===== src/sv/block_rms_level_db_meter_top_defines.svh =====
// ----------------------------------------------------------------------------
// RMS level meter assertion macros
// Concurrent checks that are compiled for simulation only.
// ----------------------------------------------------------------------------
`ifndef BLOCK_RMS_LEVEL_DB_METER_TOP_DEFINES_SVH
`define BLOCK_RMS_LEVEL_DB_METER_TOP_DEFINES_SVH

`ifndef SYNTHESIS

// The consequent must hold in the same cycle as the antecedent.
`define BRMS_ASSERT_IMPL(name, clk, rst, pre, post) \
   name: assert property (@(posedge clk) disable iff (rst) (pre) |-> (post)) \
      else $error("brms: same-cycle check failed");

// The consequent must hold in the cycle after the antecedent.
`define BRMS_ASSERT_NEXT(name, clk, rst, pre, post) \
   name: assert property (@(posedge clk) disable iff (rst) (pre) |=> (post)) \
      else $error("brms: next-cycle check failed");

`else

`define BRMS_ASSERT_IMPL(name, clk, rst, pre, post)
`define BRMS_ASSERT_NEXT(name, clk, rst, pre, post)

`endif

`endif


===== src/sv/brms_pkg.sv =====
// ----------------------------------------------------------------------------
// RMS level meter package
// Payload types, state encodings and fixed constants shared by the meter.
// ----------------------------------------------------------------------------
`timescale 1ns / 1ps

package brms_pkg;

   // Field types of one input sample and one block result.
   typedef logic signed [15:0] sample_type;
   typedef logic signed [16:0] level_type;
   typedef logic [12:0]        sib_type;

   // Sum of squares in Q12.30 and a base-2 logarithm in Q6.16.
   typedef logic [41:0] sum_type;
   typedef logic [21:0] log_type;

   typedef struct packed {
      sample_type sample;
      logic       last_sample;
   } req_type;

   typedef struct packed {
      level_type level_db;
      sib_type   samples_in_block;
   } rsp_type;

   // Block queue between the accumulator and the level calculation.
   localparam int BQ_DEPTH = 4;
   localparam int BQ_AW    = 2;

   // 10*log10(2) in Q.16, and the Q12.30 scaling of the sum in Q.16.
   localparam logic [17:0] DB_PER_LOG2_Q16 = 18'd197283;
   localparam logic [22:0] LOG_OFFSET      = 23'd1966080;
   localparam logic [41:0] ROUND_HALF      = 42'd8388608;
   localparam logic [15:0] LEVEL_MAG_MAX   = 16'd51200;
   localparam level_type   LEVEL_FLOOR     = -17'sd51200;
   localparam level_type   LEVEL_TOP       = 17'sd0;

   typedef enum logic [1:0] {
      LG_IDLE,
      LG_NORM,
      LG_FRAC
   } lg_state_type;

   typedef enum logic [2:0] {
      BK_IDLE,
      BK_LOG_SUM,
      BK_LOG_CNT,
      BK_SCALE,
      BK_ROUND,
      BK_OUT
   } bk_state_type;

endpackage


===== src/sv/brms_front.sv =====
// ----------------------------------------------------------------------------
// RMS level meter front end
// Squares each sample, accumulates the saturating sum and count of a block
// and hands the finished block to the block queue.
// ----------------------------------------------------------------------------
`timescale 1ns / 1ps

module brms_front #(
   parameter int MAX_BLOCK = 4096,
   parameter int CNT_W     = 13
) (
   input  logic                 clock,
   input  logic                 reset,
   input  logic                 push,
   output logic                 full,
   input  brms_pkg::req_type    req_data,
   input  logic                 q_full,
   output logic                 q_push,
   output brms_pkg::sum_type    q_sum,
   output logic [CNT_W-1:0]     q_count
);

   logic                s1_valid_ff, s1_valid_in;
   logic [30:0]         s1_sq_ff, s1_sq_in;
   logic                s1_last_ff, s1_last_in;
   brms_pkg::sum_type   sum_ff, sum_in;
   logic [CNT_W-1:0]    count_ff, count_in;

   logic                s1_stall;
   logic                s1_go;
   logic                accept;
   logic [15:0]         raw;
   logic [15:0]         mag;
   logic [31:0]         sq;
   logic [42:0]         add;
   brms_pkg::sum_type   sum_acc;
   logic                room;
   brms_pkg::sum_type   sum_new;
   logic [CNT_W-1:0]    count_new;

   // Square stage: magnitude of the sample and its square.
   always_comb begin
      s1_stall = s1_valid_ff & s1_last_ff & q_full;
      full     = s1_stall;
      accept   = push & ~full;
      raw      = req_data.sample;
      mag      = raw[15] ? (~raw + 16'd1) : raw;
      sq       = 32'(mag) * 32'(mag);
      if (s1_stall) begin
         s1_valid_in = s1_valid_ff;
         s1_sq_in    = s1_sq_ff;
         s1_last_in  = s1_last_ff;
      end else begin
         s1_valid_in = accept;
         s1_sq_in    = sq[30:0];
         s1_last_in  = req_data.last_sample;
      end
   end

   // Accumulate stage: saturating add, count up to the block limit.
   always_comb begin
      s1_go     = s1_valid_ff & ~s1_stall;
      add       = {1'b0, sum_ff} + 43'(s1_sq_ff);
      sum_acc   = add[42] ? '1 : add[41:0];
      room      = count_ff < CNT_W'(MAX_BLOCK);
      sum_new   = room ? sum_acc : sum_ff;
      count_new = room ? (count_ff + CNT_W'(1)) : count_ff;
      q_push    = s1_go & s1_last_ff;
      q_sum     = sum_new;
      q_count   = count_new;
      sum_in    = sum_ff;
      count_in  = count_ff;
      if (s1_go) begin
         if (s1_last_ff) begin
            sum_in   = '0;
            count_in = '0;
         end else begin
            sum_in   = sum_new;
            count_in = count_new;
         end
      end
   end

   // Control and accumulator state.
   always_ff @(posedge clock) begin
      if (reset) begin
         s1_valid_ff <= 1'b0;
         sum_ff      <= '0;
         count_ff    <= '0;
      end else begin
         s1_valid_ff <= s1_valid_in;
         sum_ff      <= sum_in;
         count_ff    <= count_in;
      end
   end

   // Square stage payload.
   always_ff @(posedge clock) begin
      s1_sq_ff   <= s1_sq_in;
      s1_last_ff <= s1_last_in;
   end

endmodule


===== src/sv/brms_queue.sv =====
// ----------------------------------------------------------------------------
// RMS level meter block queue
// Holds finished block sums and counts until the back end takes them.
// ----------------------------------------------------------------------------
`timescale 1ns / 1ps

module brms_queue #(
   parameter int CNT_W = 13
) (
   input  logic                 clock,
   input  logic                 reset,
   input  logic                 wr_en,
   input  brms_pkg::sum_type    wr_sum,
   input  logic [CNT_W-1:0]     wr_count,
   output logic                 q_full,
   output logic                 q_empty,
   input  logic                 rd_en,
   output brms_pkg::sum_type    rd_sum,
   output logic [CNT_W-1:0]     rd_count
);

   brms_pkg::sum_type          sum_mem_ff [brms_pkg::BQ_DEPTH];
   logic [CNT_W-1:0]           cnt_mem_ff [brms_pkg::BQ_DEPTH];
   logic [brms_pkg::BQ_AW-1:0] wr_ptr_ff, wr_ptr_in;
   logic [brms_pkg::BQ_AW-1:0] rd_ptr_ff, rd_ptr_in;
   logic [brms_pkg::BQ_AW:0]   fill_ff, fill_in;
   logic                       do_wr;
   logic                       do_rd;

   // Pointer and fill bookkeeping.
   always_comb begin
      q_full    = fill_ff == (brms_pkg::BQ_AW + 1)'(brms_pkg::BQ_DEPTH);
      q_empty   = fill_ff == '0;
      do_wr     = wr_en & ~q_full;
      do_rd     = rd_en & ~q_empty;
      wr_ptr_in = do_wr ? (wr_ptr_ff + 1'b1) : wr_ptr_ff;
      rd_ptr_in = do_rd ? (rd_ptr_ff + 1'b1) : rd_ptr_ff;
      fill_in   = fill_ff;
      if (do_wr && !do_rd) begin
         fill_in = fill_ff + 1'b1;
      end else if (do_rd && !do_wr) begin
         fill_in = fill_ff - 1'b1;
      end
      rd_sum   = sum_mem_ff[rd_ptr_ff];
      rd_count = cnt_mem_ff[rd_ptr_ff];
   end

   always_ff @(posedge clock) begin
      if (reset) begin
         wr_ptr_ff <= '0;
         rd_ptr_ff <= '0;
         fill_ff   <= '0;
      end else begin
         wr_ptr_ff <= wr_ptr_in;
         rd_ptr_ff <= rd_ptr_in;
         fill_ff   <= fill_in;
      end
   end

   // Entry storage.
   always_ff @(posedge clock) begin
      if (do_wr) begin
         sum_mem_ff[wr_ptr_ff] <= wr_sum;
         cnt_mem_ff[wr_ptr_ff] <= wr_count;
      end
   end

endmodule


===== src/sv/brms_log2.sv =====
// ----------------------------------------------------------------------------
// RMS level meter base-2 logarithm unit
// Normalises the operand a few bits per cycle, then finds sixteen fraction
// bits by repeated squaring, one bit per cycle.
// ----------------------------------------------------------------------------
`timescale 1ns / 1ps

module brms_log2 (
   input  logic                 clock,
   input  logic                 reset,
   input  logic                 start,
   input  brms_pkg::sum_type    operand,
   output logic                 done,
   output brms_pkg::log_type    result
);

   brms_pkg::lg_state_type state_ff, state_in;
   brms_pkg::sum_type      w_ff, w_in;
   logic [5:0]             e_ff, e_in;
   logic [30:0]            m_ff, m_in;
   logic [15:0]            frac_ff, frac_in;
   logic [3:0]             step_ff, step_in;
   logic                   done_ff, done_in;
   logic [61:0]            prod;
   logic                   frac_bit;

   // Next state and datapath.
   always_comb begin
      state_in = state_ff;
      w_in     = w_ff;
      e_in     = e_ff;
      m_in     = m_ff;
      frac_in  = frac_ff;
      step_in  = step_ff;
      done_in  = 1'b0;
      prod     = 62'(m_ff) * 62'(m_ff);
      frac_bit = prod[61];
      case (state_ff)
         brms_pkg::LG_IDLE: begin
            if (start) begin
               if (operand == '0) begin
                  e_in    = '0;
                  frac_in = '0;
                  done_in = 1'b1;
               end else begin
                  w_in     = operand;
                  e_in     = 6'd41;
                  state_in = brms_pkg::LG_NORM;
               end
            end
         end
         brms_pkg::LG_NORM: begin
            // Bring the leading one to the top: eight places at once where
            // the top byte is clear, otherwise one.
            if (w_ff[41]) begin
               m_in     = w_ff[41:11];
               frac_in  = '0;
               step_in  = '0;
               state_in = brms_pkg::LG_FRAC;
            end else if (w_ff[41:34] == 8'd0) begin
               w_in = w_ff << 8;
               e_in = e_ff - 6'd8;
            end else begin
               w_in = w_ff << 1;
               e_in = e_ff - 6'd1;
            end
         end
         brms_pkg::LG_FRAC: begin
            // Square the mantissa; a result of two or more gives a one bit.
            m_in    = frac_bit ? prod[61:31] : prod[60:30];
            frac_in = {frac_ff[14:0], frac_bit};
            step_in = step_ff + 4'd1;
            if (step_ff == 4'd15) begin
               done_in  = 1'b1;
               state_in = brms_pkg::LG_IDLE;
            end
         end
         default: begin
            state_in = brms_pkg::LG_IDLE;
         end
      endcase
   end

   always_ff @(posedge clock) begin
      if (reset) begin
         state_ff <= brms_pkg::LG_IDLE;
         done_ff  <= 1'b0;
      end else begin
         state_ff <= state_in;
         done_ff  <= done_in;
      end
   end

   always_ff @(posedge clock) begin
      w_ff    <= w_in;
      e_ff    <= e_in;
      m_ff    <= m_in;
      frac_ff <= frac_in;
      step_ff <= step_in;
   end

   assign done   = done_ff;
   assign result = {e_ff, frac_ff};

endmodule


===== src/sv/brms_back.sv =====
// ----------------------------------------------------------------------------
// RMS level meter back end
// Takes one finished block at a time, forms the level in dB from the two
// logarithms, or the floor for silence, and holds it in the output register.
// ----------------------------------------------------------------------------
`timescale 1ns / 1ps

module brms_back #(
   parameter int CNT_W = 13
) (
   input  logic                 clock,
   input  logic                 reset,
   input  logic                 q_empty,
   input  brms_pkg::sum_type    q_sum,
   input  logic [CNT_W-1:0]     q_count,
   output logic                 q_pop,
   output logic                 lg_start,
   output brms_pkg::sum_type    lg_operand,
   input  logic                 lg_done,
   input  brms_pkg::log_type    lg_result,
   input  logic                 pop,
   output logic                 empty,
   output brms_pkg::rsp_type    rsp_data
);

   brms_pkg::bk_state_type state_ff, state_in;
   logic [CNT_W-1:0]       count_ff, count_in;
   brms_pkg::log_type      ls_ff, ls_in;
   logic [22:0]            neg_ff, neg_in;
   logic [40:0]            scale_ff, scale_in;
   brms_pkg::level_type    level_ff, level_in;
   logic                   rsp_valid_ff, rsp_valid_in;
   brms_pkg::rsp_type      rsp_ff, rsp_in;

   logic [22:0]            lc;
   logic [22:0]            ls_ext;
   logic [41:0]            rnd;
   logic [17:0]            q_mag;
   logic [15:0]            q_clamp;

   // Sequencer for one block's level.
   always_comb begin
      state_in     = state_ff;
      count_in     = count_ff;
      ls_in        = ls_ff;
      neg_in       = neg_ff;
      scale_in     = scale_ff;
      level_in     = level_ff;
      rsp_in       = rsp_ff;
      rsp_valid_in = rsp_valid_ff & ~pop;
      q_pop        = 1'b0;
      lg_start     = 1'b0;
      lg_operand   = q_sum;
      lc           = {1'b0, lg_result} + brms_pkg::LOG_OFFSET;
      ls_ext       = {1'b0, ls_ff};
      rnd          = {1'b0, scale_ff} + brms_pkg::ROUND_HALF;
      q_mag        = rnd[41:24];
      q_clamp      = (q_mag > 18'(brms_pkg::LEVEL_MAG_MAX)) ?
                     brms_pkg::LEVEL_MAG_MAX : q_mag[15:0];
      case (state_ff)
         brms_pkg::BK_IDLE: begin
            if (!q_empty) begin
               q_pop    = 1'b1;
               count_in = q_count;
               if (q_sum == '0) begin
                  // Silence reads as the floor.
                  level_in = brms_pkg::LEVEL_FLOOR;
                  state_in = brms_pkg::BK_OUT;
               end else begin
                  lg_start = 1'b1;
                  state_in = brms_pkg::BK_LOG_SUM;
               end
            end
         end
         brms_pkg::BK_LOG_SUM: begin
            if (lg_done) begin
               ls_in      = lg_result;
               lg_start   = 1'b1;
               lg_operand = brms_pkg::sum_type'(count_ff);
               state_in   = brms_pkg::BK_LOG_CNT;
            end
         end
         brms_pkg::BK_LOG_CNT: begin
            // A mean square of one or more is full scale.
            if (lg_done) begin
               if (ls_ext >= lc) begin
                  level_in = brms_pkg::LEVEL_TOP;
                  state_in = brms_pkg::BK_OUT;
               end else begin
                  neg_in   = lc - ls_ext;
                  state_in = brms_pkg::BK_SCALE;
               end
            end
         end
         brms_pkg::BK_SCALE: begin
            scale_in = 41'(neg_ff) * 41'(brms_pkg::DB_PER_LOG2_Q16);
            state_in = brms_pkg::BK_ROUND;
         end
         brms_pkg::BK_ROUND: begin
            level_in = brms_pkg::level_type'(17'sd0 - $signed({1'b0, q_clamp}));
            state_in = brms_pkg::BK_OUT;
         end
         brms_pkg::BK_OUT: begin
            if (!rsp_valid_ff || pop) begin
               rsp_valid_in             = 1'b1;
               rsp_in.level_db          = level_ff;
               rsp_in.samples_in_block  = brms_pkg::sib_type'(count_ff);
               state_in                 = brms_pkg::BK_IDLE;
            end
         end
         default: begin
            state_in = brms_pkg::BK_IDLE;
         end
      endcase
   end

   always_ff @(posedge clock) begin
      if (reset) begin
         state_ff     <= brms_pkg::BK_IDLE;
         rsp_valid_ff <= 1'b0;
      end else begin
         state_ff     <= state_in;
         rsp_valid_ff <= rsp_valid_in;
      end
   end

   always_ff @(posedge clock) begin
      count_ff <= count_in;
      ls_ff    <= ls_in;
      neg_ff   <= neg_in;
      scale_ff <= scale_in;
      level_ff <= level_in;
      rsp_ff   <= rsp_in;
   end

   assign empty    = ~rsp_valid_ff;
   assign rsp_data = rsp_ff;

endmodule


===== src/sv/block_rms_level_db_meter_top.sv =====
// ----------------------------------------------------------------------------
// Block RMS level meter, dBFS: samples are accepted one per clock while full
// is low; a block's level is formed from two iterative base-2 logarithms,
// which a silent block skips.
// Up to four finished blocks wait in the queue. Synchronous active-high reset
// clears all control.
// ----------------------------------------------------------------------------
`timescale 1ns / 1ps
`include "block_rms_level_db_meter_top_defines.svh"

module block_rms_level_db_meter_top #(
   parameter int MAX_BLOCK = 4096
) (
   input  logic                 clock,
   input  logic                 reset,
   input  logic                 push,
   output logic                 full,
   input  brms_pkg::req_type    req_data,
   output logic                 empty,
   input  logic                 pop,
   output brms_pkg::rsp_type    rsp_data
);

   localparam int CNT_W = $clog2(MAX_BLOCK + 1);

   logic                q_push;
   brms_pkg::sum_type   q_in_sum;
   logic [CNT_W-1:0]    q_in_count;
   logic                q_full;
   logic                q_empty;
   logic                q_pop;
   brms_pkg::sum_type   q_out_sum;
   logic [CNT_W-1:0]    q_out_count;
   logic                lg_start;
   brms_pkg::sum_type   lg_operand;
   logic                lg_done;
   brms_pkg::log_type   lg_result;
   logic                level_in_range;

   // Accumulating front end.
   brms_front #(
      .MAX_BLOCK (MAX_BLOCK),
      .CNT_W     (CNT_W)
   ) u_front (
      .clock    (clock),
      .reset    (reset),
      .push     (push),
      .full     (full),
      .req_data (req_data),
      .q_full   (q_full),
      .q_push   (q_push),
      .q_sum    (q_in_sum),
      .q_count  (q_in_count)
   );

   // Finished blocks waiting for the level calculation.
   brms_queue #(
      .CNT_W (CNT_W)
   ) u_queue (
      .clock    (clock),
      .reset    (reset),
      .wr_en    (q_push),
      .wr_sum   (q_in_sum),
      .wr_count (q_in_count),
      .q_full   (q_full),
      .q_empty  (q_empty),
      .rd_en    (q_pop),
      .rd_sum   (q_out_sum),
      .rd_count (q_out_count)
   );

   // Shared logarithm unit.
   brms_log2 u_log2 (
      .clock   (clock),
      .reset   (reset),
      .start   (lg_start),
      .operand (lg_operand),
      .done    (lg_done),
      .result  (lg_result)
   );

   // Level calculation and result register.
   brms_back #(
      .CNT_W (CNT_W)
   ) u_back (
      .clock      (clock),
      .reset      (reset),
      .q_empty    (q_empty),
      .q_sum      (q_out_sum),
      .q_count    (q_out_count),
      .q_pop      (q_pop),
      .lg_start   (lg_start),
      .lg_operand (lg_operand),
      .lg_done    (lg_done),
      .lg_result  (lg_result),
      .pop        (pop),
      .empty      (empty),
      .rsp_data   (rsp_data)
   );

   // The waiting level lies between the floor and full scale.
   assign level_in_range = (rsp_data.level_db <= brms_pkg::LEVEL_TOP) &&
                           (rsp_data.level_db >= brms_pkg::LEVEL_FLOOR);

   // A finished block is only handed over when the queue has room.
   `BRMS_ASSERT_IMPL(a_queue_push_room, clock, reset, q_push, !q_full)
   // The back end only takes a block that is waiting.
   `BRMS_ASSERT_IMPL(a_queue_pop_data, clock, reset, q_pop, !q_empty)
   // A logarithm is only started on a nonzero operand, so done never follows
   // its start at once.
   `BRMS_ASSERT_NEXT(a_log_start_done, clock, reset, lg_start, !lg_done)
   // A waiting result lies between the floor and full scale.
   `BRMS_ASSERT_IMPL(a_level_range, clock, reset, !empty, level_in_range)

endmodule

===== config.mk =====
export PLATFORM = sky130hd
export DESIGN_NAME = block_rms_level_db_meter_top
export DESIGN_NICKNAME = d
export VERILOG_FILES = /design/src/sv/brms_pkg.sv /design/src/sv/brms_front.sv /design/src/sv/brms_queue.sv /design/src/sv/brms_log2.sv /design/src/sv/brms_back.sv /design/src/sv/block_rms_level_db_meter_top.sv
export VERILOG_INCLUDE_DIRS = /design/src /design/src/sv
export SDC_FILE = /design/constraint.sdc
export NUM_CORES = 2
export LEC_CHECK = 0
export BUFFER_PORTS_ARGS = -buffer_cell sky130_fd_sc_hd__clkbuf_2
export CORE_MARGIN = 2
export CORE_UTILIZATION = 65
export DETAILED_ROUTE_END_ITERATION = 12
export HOLD_SLACK_MARGIN = 0.12
export PLACE_DENSITY_LB_ADDON = 0.1
export SLEW_MARGIN = 5
export SYNTH_ARGS = -nofsm -noshare
export SYNTH_HDL_FRONTEND = slang
export SYNTH_HIERARCHICAL = 1
export SYNTH_SLANG_ARGS = --single-unit

===== constraint.sdc =====
create_clock -name clock -period 15.4 [get_ports clock]
set_input_delay 0.77 -clock clock [delete_from_list [all_inputs] [get_ports clock]]
set_output_delay 0.77 -clock clock [all_outputs]
set_load 0.03 [all_outputs]

==> Word level (Yosys, flattened, before mapping) <==
Memories as Yosys holds them, arrays and structs flattened. A register that Yosys moved wholly into a read port is not among the register bits.
Cells that the tools add are included.
{ "word_totals": {"in_bits": 21, "reg_bits": 334, "latchBits": 0, "mem_count": 2, "out_inout_bits": 32, "wordCells": 174, "ramBits": 220, "rom_bits": 0} }
{ "classes": {"n_div": 0, "bitwise": 15, "mux": 63, "add_sub_neg": 14, "eq_ne": 21, "shift": 0, "n_reduce_logical": 29, "magnitude_cmp": 3, "n_mul": 3} }
{ "mem_list": {"columns": ["memory", "words", "width", "read_ports", "rd_clocked_by_memory_dff", "write_ports", "line", "text"], "rows": [
  ["u_queue.sum_mem_ff", 4, 42, 1, 1, 1, "brms_queue.sv:22", "brms_pkg::sum_type sum_mem_ff [brms_pkg::BQ_DEPTH];"],
  ["u_queue.cnt_mem_ff", 4, 13, 1, 1, 1, "brms_queue.sv:23", "logic [CNT_W-1:0] cnt_mem_ff [brms_pkg::BQ_DEPTH];"]
]} }
{ "ops": {"columns": ["op", "n"], "rows": [
  ["42-bit 2-to-1 mux", 9],
  ["42-bit zero test", 2],
  ["42-bit case mux with 2 select lines", 1],
  ["16-bit 2-to-1 mux", 5],
  ["17-bit 2-to-1 mux", 4],
  ["31-bit by 31-bit multiplier with 62-bit output", 1],
  ["31-bit 2-to-1 mux", 2],
  ["31-bit case mux with 2 select lines", 1],
  ["17-bit case mux with 3 select lines", 1],
  ["16-bit case mux with 3 select lines", 1],
  ["42-bit by 31-bit adder with 43-bit output", 1],
  ["41-bit by 24-bit adder with 42-bit output (second input constant)", 1],
  ["23-bit by 18-bit multiplier with 41-bit output (second input constant)", 1],
  ["16-bit by 16-bit multiplier with 31-bit output", 1],
  ["13-bit 2-to-1 mux", 2],
  ["3-bit 2-to-1 mux", 8],
  ["6-bit 2-to-1 mux", 4],
  ["22-bit by 21-bit adder with 23-bit output (second input constant)", 1],
  ["22-bit by 23-bit greater-or-equal comparator with 1-bit output", 1],
  ["23-bit by 22-bit subtractor with 23-bit output", 1],
  ["18-bit by 16-bit > comparator with 1-bit output (second input constant)", 1],
  ["3-bit case mux with 6 select lines", 1],
  ["1-bit by 16-bit subtractor with 17-bit output (first input constant)", 1],
  ["16-bit by 1-bit adder with 16-bit output (second input constant)", 1],
  ["38 further kinds", 96]
]} }

==> Longest topological paths before layout <==
{ "depth": {"word_depth": 10, "depth_mapped": 32, "depth_no_buf": 31} }

==> Cells and area by module <==
Netlist, hierarchy kept.
{ "modules_own_cells": {"columns": ["module", "instances", "area_per_inst_um2", "cells_each"], "rows": [
  ["brms_log2", 1, 31910.6, 3342],
  ["brms_front", 1, 12748.5, 1475],
  ["brms_back", 1, 12087.8, 1135],
  ["brms_queue", 1, 8473.1, 335]
]} }

==> Worst setup path after synthesis <==
Ideal clock, no wire load.
{ "synth_path": {"kind": "in2reg", "start": "input req_data[5] (netlist name)", "end": "register u_front.s1_sq_ff[29] (data pin)", "arrival_ps": 7812, "path_stages": 28, "slack_ps": 7326, "required_time_ps": 15138, "path_cell_list": "or4_1 > or2_2 > o31ai_1 > xnor2_1 > clkinv_1 > nor2_1 > inv_1 > fa_1 > inv_1 > fa_1 > inv_1 > fa_1 > inv_1 > fa_1 > fa_1 > inv_1 > fa_1 > inv_1 > ha_1 > a21o_1 > a21o_1 > a21oi_1 > a2bb2oi_1 > a31oi_1 > nor4b_1 > o31a_1 > o21bai_1 > xor2_1"} }
{ "synth_between": {"elab_chain_cells": 4} }
{ "synth_rtl": {"columns": ["item", "line", "text"], "rows": [
  ["start: declaration", "block_rms_level_db_meter_top.sv:18", "input brms_pkg::req_type req_data,"],
  ["16-bit inverter", "brms_front.sv:47", "mag = raw[15] ? (~raw + 16'd1) : raw;"],
  ["16-bit by 1-bit adder with 16-bit output", "brms_front.sv:47", null],
  ["16-bit 2-to-1 mux (*)", "brms_front.sv:47", null],
  ["16-bit by 16-bit multiplier with 31-bit output (*)", "brms_front.sv:48", "sq = 32'(mag) * 32'(mag);"],
  ["named net u_front.sq[29]", "brms_front.sv:34", "logic [31:0] sq;"],
  ["end signal: assignment", "brms_front.sv:99", "s1_sq_ff <= s1_sq_in;"],
  ["end: declaration", "brms_front.sv:24", "logic [30:0] s1_sq_ff, s1_sq_in;"]
]} }
The timed path passes the listed nets; every way through them passes the cells marked *.
A chain may end at the register's enable or synchronous reset.

==> Final worst setup path <==
{ "layout_path": {"start": "register u_log2.m_ff[15]", "end": "register u_log2.m_ff[28] (data pin)"} }
{ "layout_between": {"elab_chain_cells": 3} }
{ "layout_rtl": {"columns": ["item", "line", "text"], "rows": [
  ["start: declaration", "brms_log2.sv:20", "logic [30:0] m_ff, m_in;"],
  ["start signal: assignment", "brms_log2.sv:97", "m_ff <= m_in;"],
  ["31-bit by 31-bit multiplier with 62-bit output", "brms_log2.sv:36", "prod = 62'(m_ff) * 62'(m_ff);"],
  ["31-bit 2-to-1 mux", "brms_log2.sv:70", "m_in = frac_bit ? prod[61:31] : prod[60:30];"],
  ["31-bit case mux with 2 select lines", "brms_log2.sv:38", "case (state_ff)"],
  ["named net u_log2.m_in[28]", "brms_log2.sv:20", null]
]} }
The timed path passes the listed nets, and every way through them passes these cells.

==> metrics.cfg <==
[outcome]
status=finished, final reports clean

[clock_tree]
cts_resized=0
post-cts-setup-buffer-count=0
clk_pin_slew_worst_paths_ps=60
cts_tree=yes
cts_sinks=545
clock-root-buffer=clkbuf_16
cts_hold_buffers=0
insertion_delay_ps=650
cts_made_buffers=56
cts_buffer_depth=3
htreeDepth=2

[sta]
period_needed_ps=9530
finalHoldViolCount=0
drv_slew=0
fin_skew_ps=63.8
period_share_pct=61.9
tightest_slew_ps=1180
grt_setup_unrepaired=false
tns_ps=0
fmax_mhz=105
relSlewSlack_pct=20.6
setup_viol=0

[global_routing]
overflow=0
grt_pass1_vias=46950
gr-usage-met3_pct=4.19
grt_max_degree=66
gr-usage-met2_pct=50.5
grt_pass1_wl_um=249000
met1_usage_pct=43.1
antenna_found_initial=2
grt_usage_pct=30.9
busiest_layer=met2

[route]
routed_wl_um=153000
drtIter0Drc=3328
remaining_drc_errors=0
drt-pass1-iter-count=5
drtAntennaViolNets=0
vias_per_cell=5.79
drt-wirelength-per-cell_um=20.1
via_count=44074

[cells_and_area]
syn_to_final_growth_pct=5.52
drive_above_1_share_pct=5.57
multi_input_area_um2=43400
regArea_um2=15700
fillCellCount=7555
fin_area_um2=68800
final_cells=7618
nNetsFinal=7902

[logic_synthesis]
async_flop_share_pct=0
yosysSeqAreaShare_pct=24.0
syn_inst=6287
synth_edf_count=473
synth_cell_type_count=113
synth_top_area_cell=fa_1
avgSynthCellArea_um2=10.4
synth_top_area_share_pct=30.5
yosysWarningCount=6
syn_area_um2=65200
synth_area_leaders=fa_1 (31%), edfxtp_1 (22%), ha_1 (12%), inv_1 (8.1%), nand2_1 (3.1%)
synth_flop_cell=edfxtp_1
ys_ff_latch=545

[setup_path]
crit_required_ps=15910
start_kind=flop
worstPathMaxFanout=25
worstSetupEndpointType=flop
setup.worst_path.class=reg -> reg
arrival_ps=10030

[floorplanning]
rows=116
core_area_um2=99700
die_h_um=321
die_w_um=321
dieArea_um2=103000
initial_core_util_pct=65.4
ios=53

[place]
gp_congestion=0.958
place_inst=7511
dp_hpwl_um=120000
port_buffers=52
placed_area_um2=66800

[worst_hold_path]
hold_path_class=in -> reg

[run]
maxCapViolCount=0

## area by class of cell
cell class / instances / share of cell area, %
Sequential cell: 545 / 22.7
Clock buffer: 66 / 2.16
Antenna cell: 2 / 0.00727
Clock inverter: 39 / 0.816
Tap cell: 1298 / 2.36
Timing Repair Buffer: 116 / 1.08
Inverter: 1421 / 7.75
Multi-Input combinational cell: 4131 / 63.1
## routing by layer
metal	vias to the layer above	part of all wire (%)
li1	20126	-
met1	22131	41
met2	1512	48
met3	303	7.1
met4	2	3.8
met5	-	0.0052
## per-stage QoR
stage                     setup slack, ps  util [%]  hold slack [ps]
after global routing                 5380      69.0              276
after global placement               6190      67.0              404
after detailed placement             5980      67.0              405
after CTS                            6020      69.0              259
final                                5870      69.0              290
after floorplan                      7330         -              400
## flip-flops by register name, summed over array words and instances, names as in the netlist, 2 cells and up, named ones only
register	cells
u_back/state_ff	3
u_front/sum_ff	42
u_queue/rd_ptr_ff	2
u_log2/e_ff	6
u_queue/sum_mem_ff	168
u_back/scale_ff	18
u_queue/cnt_mem_ff	52
u_back/count_ff	13
u_log2/state_ff	2
u_back/neg_ff	23
u_queue/fill_ff	3
u_front/s1_sq_ff	30
u_log2/step_ff	4
u_log2/w_ff	42
u_front/count_ff	13
u_back/rsp_data	30
u_log2/frac_ff	16
u_queue/wr_ptr_ff	2
u_back/ls_ff	22
u_log2/m_ff	31
u_back/level_ff	17
## cell usage after synthesis (28+ instances only)
cell and number:
nor2_1 271, mux2i_1 58, dfxtp_1 72, nor3_1 53, edfxtp_1 473, xor2_1 82
a21oi_1 213, nor2b_1 53, nand2b_1 29, o21ai_0 154, a21o_1 52, xnor2_1 127
nand4_1 44, o21bai_1 29, fa_1 995, o21a_1 28, nor4_1 33, nand2_1 546
ha_1 615, and3_1 29, inv_1 1415, nand3_1 62, and2_1 236, clkbuf_1 165
mux4_2 50
## logic make-up after synthesis
logic type	count (synthesis)	share of synthesized area (%)
buf+inv	1620	9.58
fa+ha+maj	1610	42.3
simple gates	1433	10.6
compound gates	731	7.37
flops	545	24.0
xor+xnor	212	2.90
mux	134	3.18
other cells	2	0.0115
## final timing paths
path | from | endpoint | slack (ps) | depth (start not counted)
setup / recovery | u_log2/m_ff[15] | u_log2/m_ff[28] | 5870 | 24
hold / removal | req_data[0] | u_front/s1_last_ff | 290 | 1
setup reg to reg | u_log2/m_ff[15] | u_log2/m_ff[28] | 5870 | 24
hold reg to reg | u_back/level_ff[10] | u_back/rsp_data[23] | 420 | 0
## placed cells by master (no fill, tap or decap), types with 16 or more instances in the layout
cell,synthesis,final
xor2_1,82,82
nand4_1,44,44
ha_1,615,615
a21oi_1,213,212
nor2_1,271,270
xnor2_1,127,127
mux2i_1,58,58
o21ai_1,20,21
clkbuf_16,0,56
o21ai_0,154,153
nor4_1,33,32
buf_4,3,64
nor2b_1,53,52
or3_1,16,16
a211oi_1,19,18
o21a_1,28,28
fa_1,995,995
and3_1,29,29
nand3_1,62,61
a2bb2oi_1,18,18
mux2_2,21,21
nor3_1,53,51
edfxtp_1,473,473
clkbuf_2,1,52
o211ai_1,23,23
a21o_1,52,52
dfxtp_1,72,70
nand2b_1,29,28
nand2_1,546,546
inv_1,1415,1415
mux4_2,50,50
o21bai_1,29,29
and2_1,236,231
a31oi_1,21,21
## worst max-delay path: stages, from the launching register on
cell	delay, ps
edfxtp_1	330
buf_4	390
clkinv_1	600
nor2_1	390
fa_1	500
fa_1	540
inv_1	50
fa_1	590
fa_1	460
fa_1	550
inv_1	50
fa_1	460
fa_1	520
fa_1	430
ha_1	350
nand2_1	110
nor3_2	420
nand4bb_1	200
o32ai_1	770
o21ai_0	410
a211oi_2	330
o21ai_0	150
a221oi_1	450
mux2i_1	150
a21oi_1	160
Power is left out: the tool's default activity adds up to more than one toggle a clock period on the data nets, which glitch-free logic cannot reach.
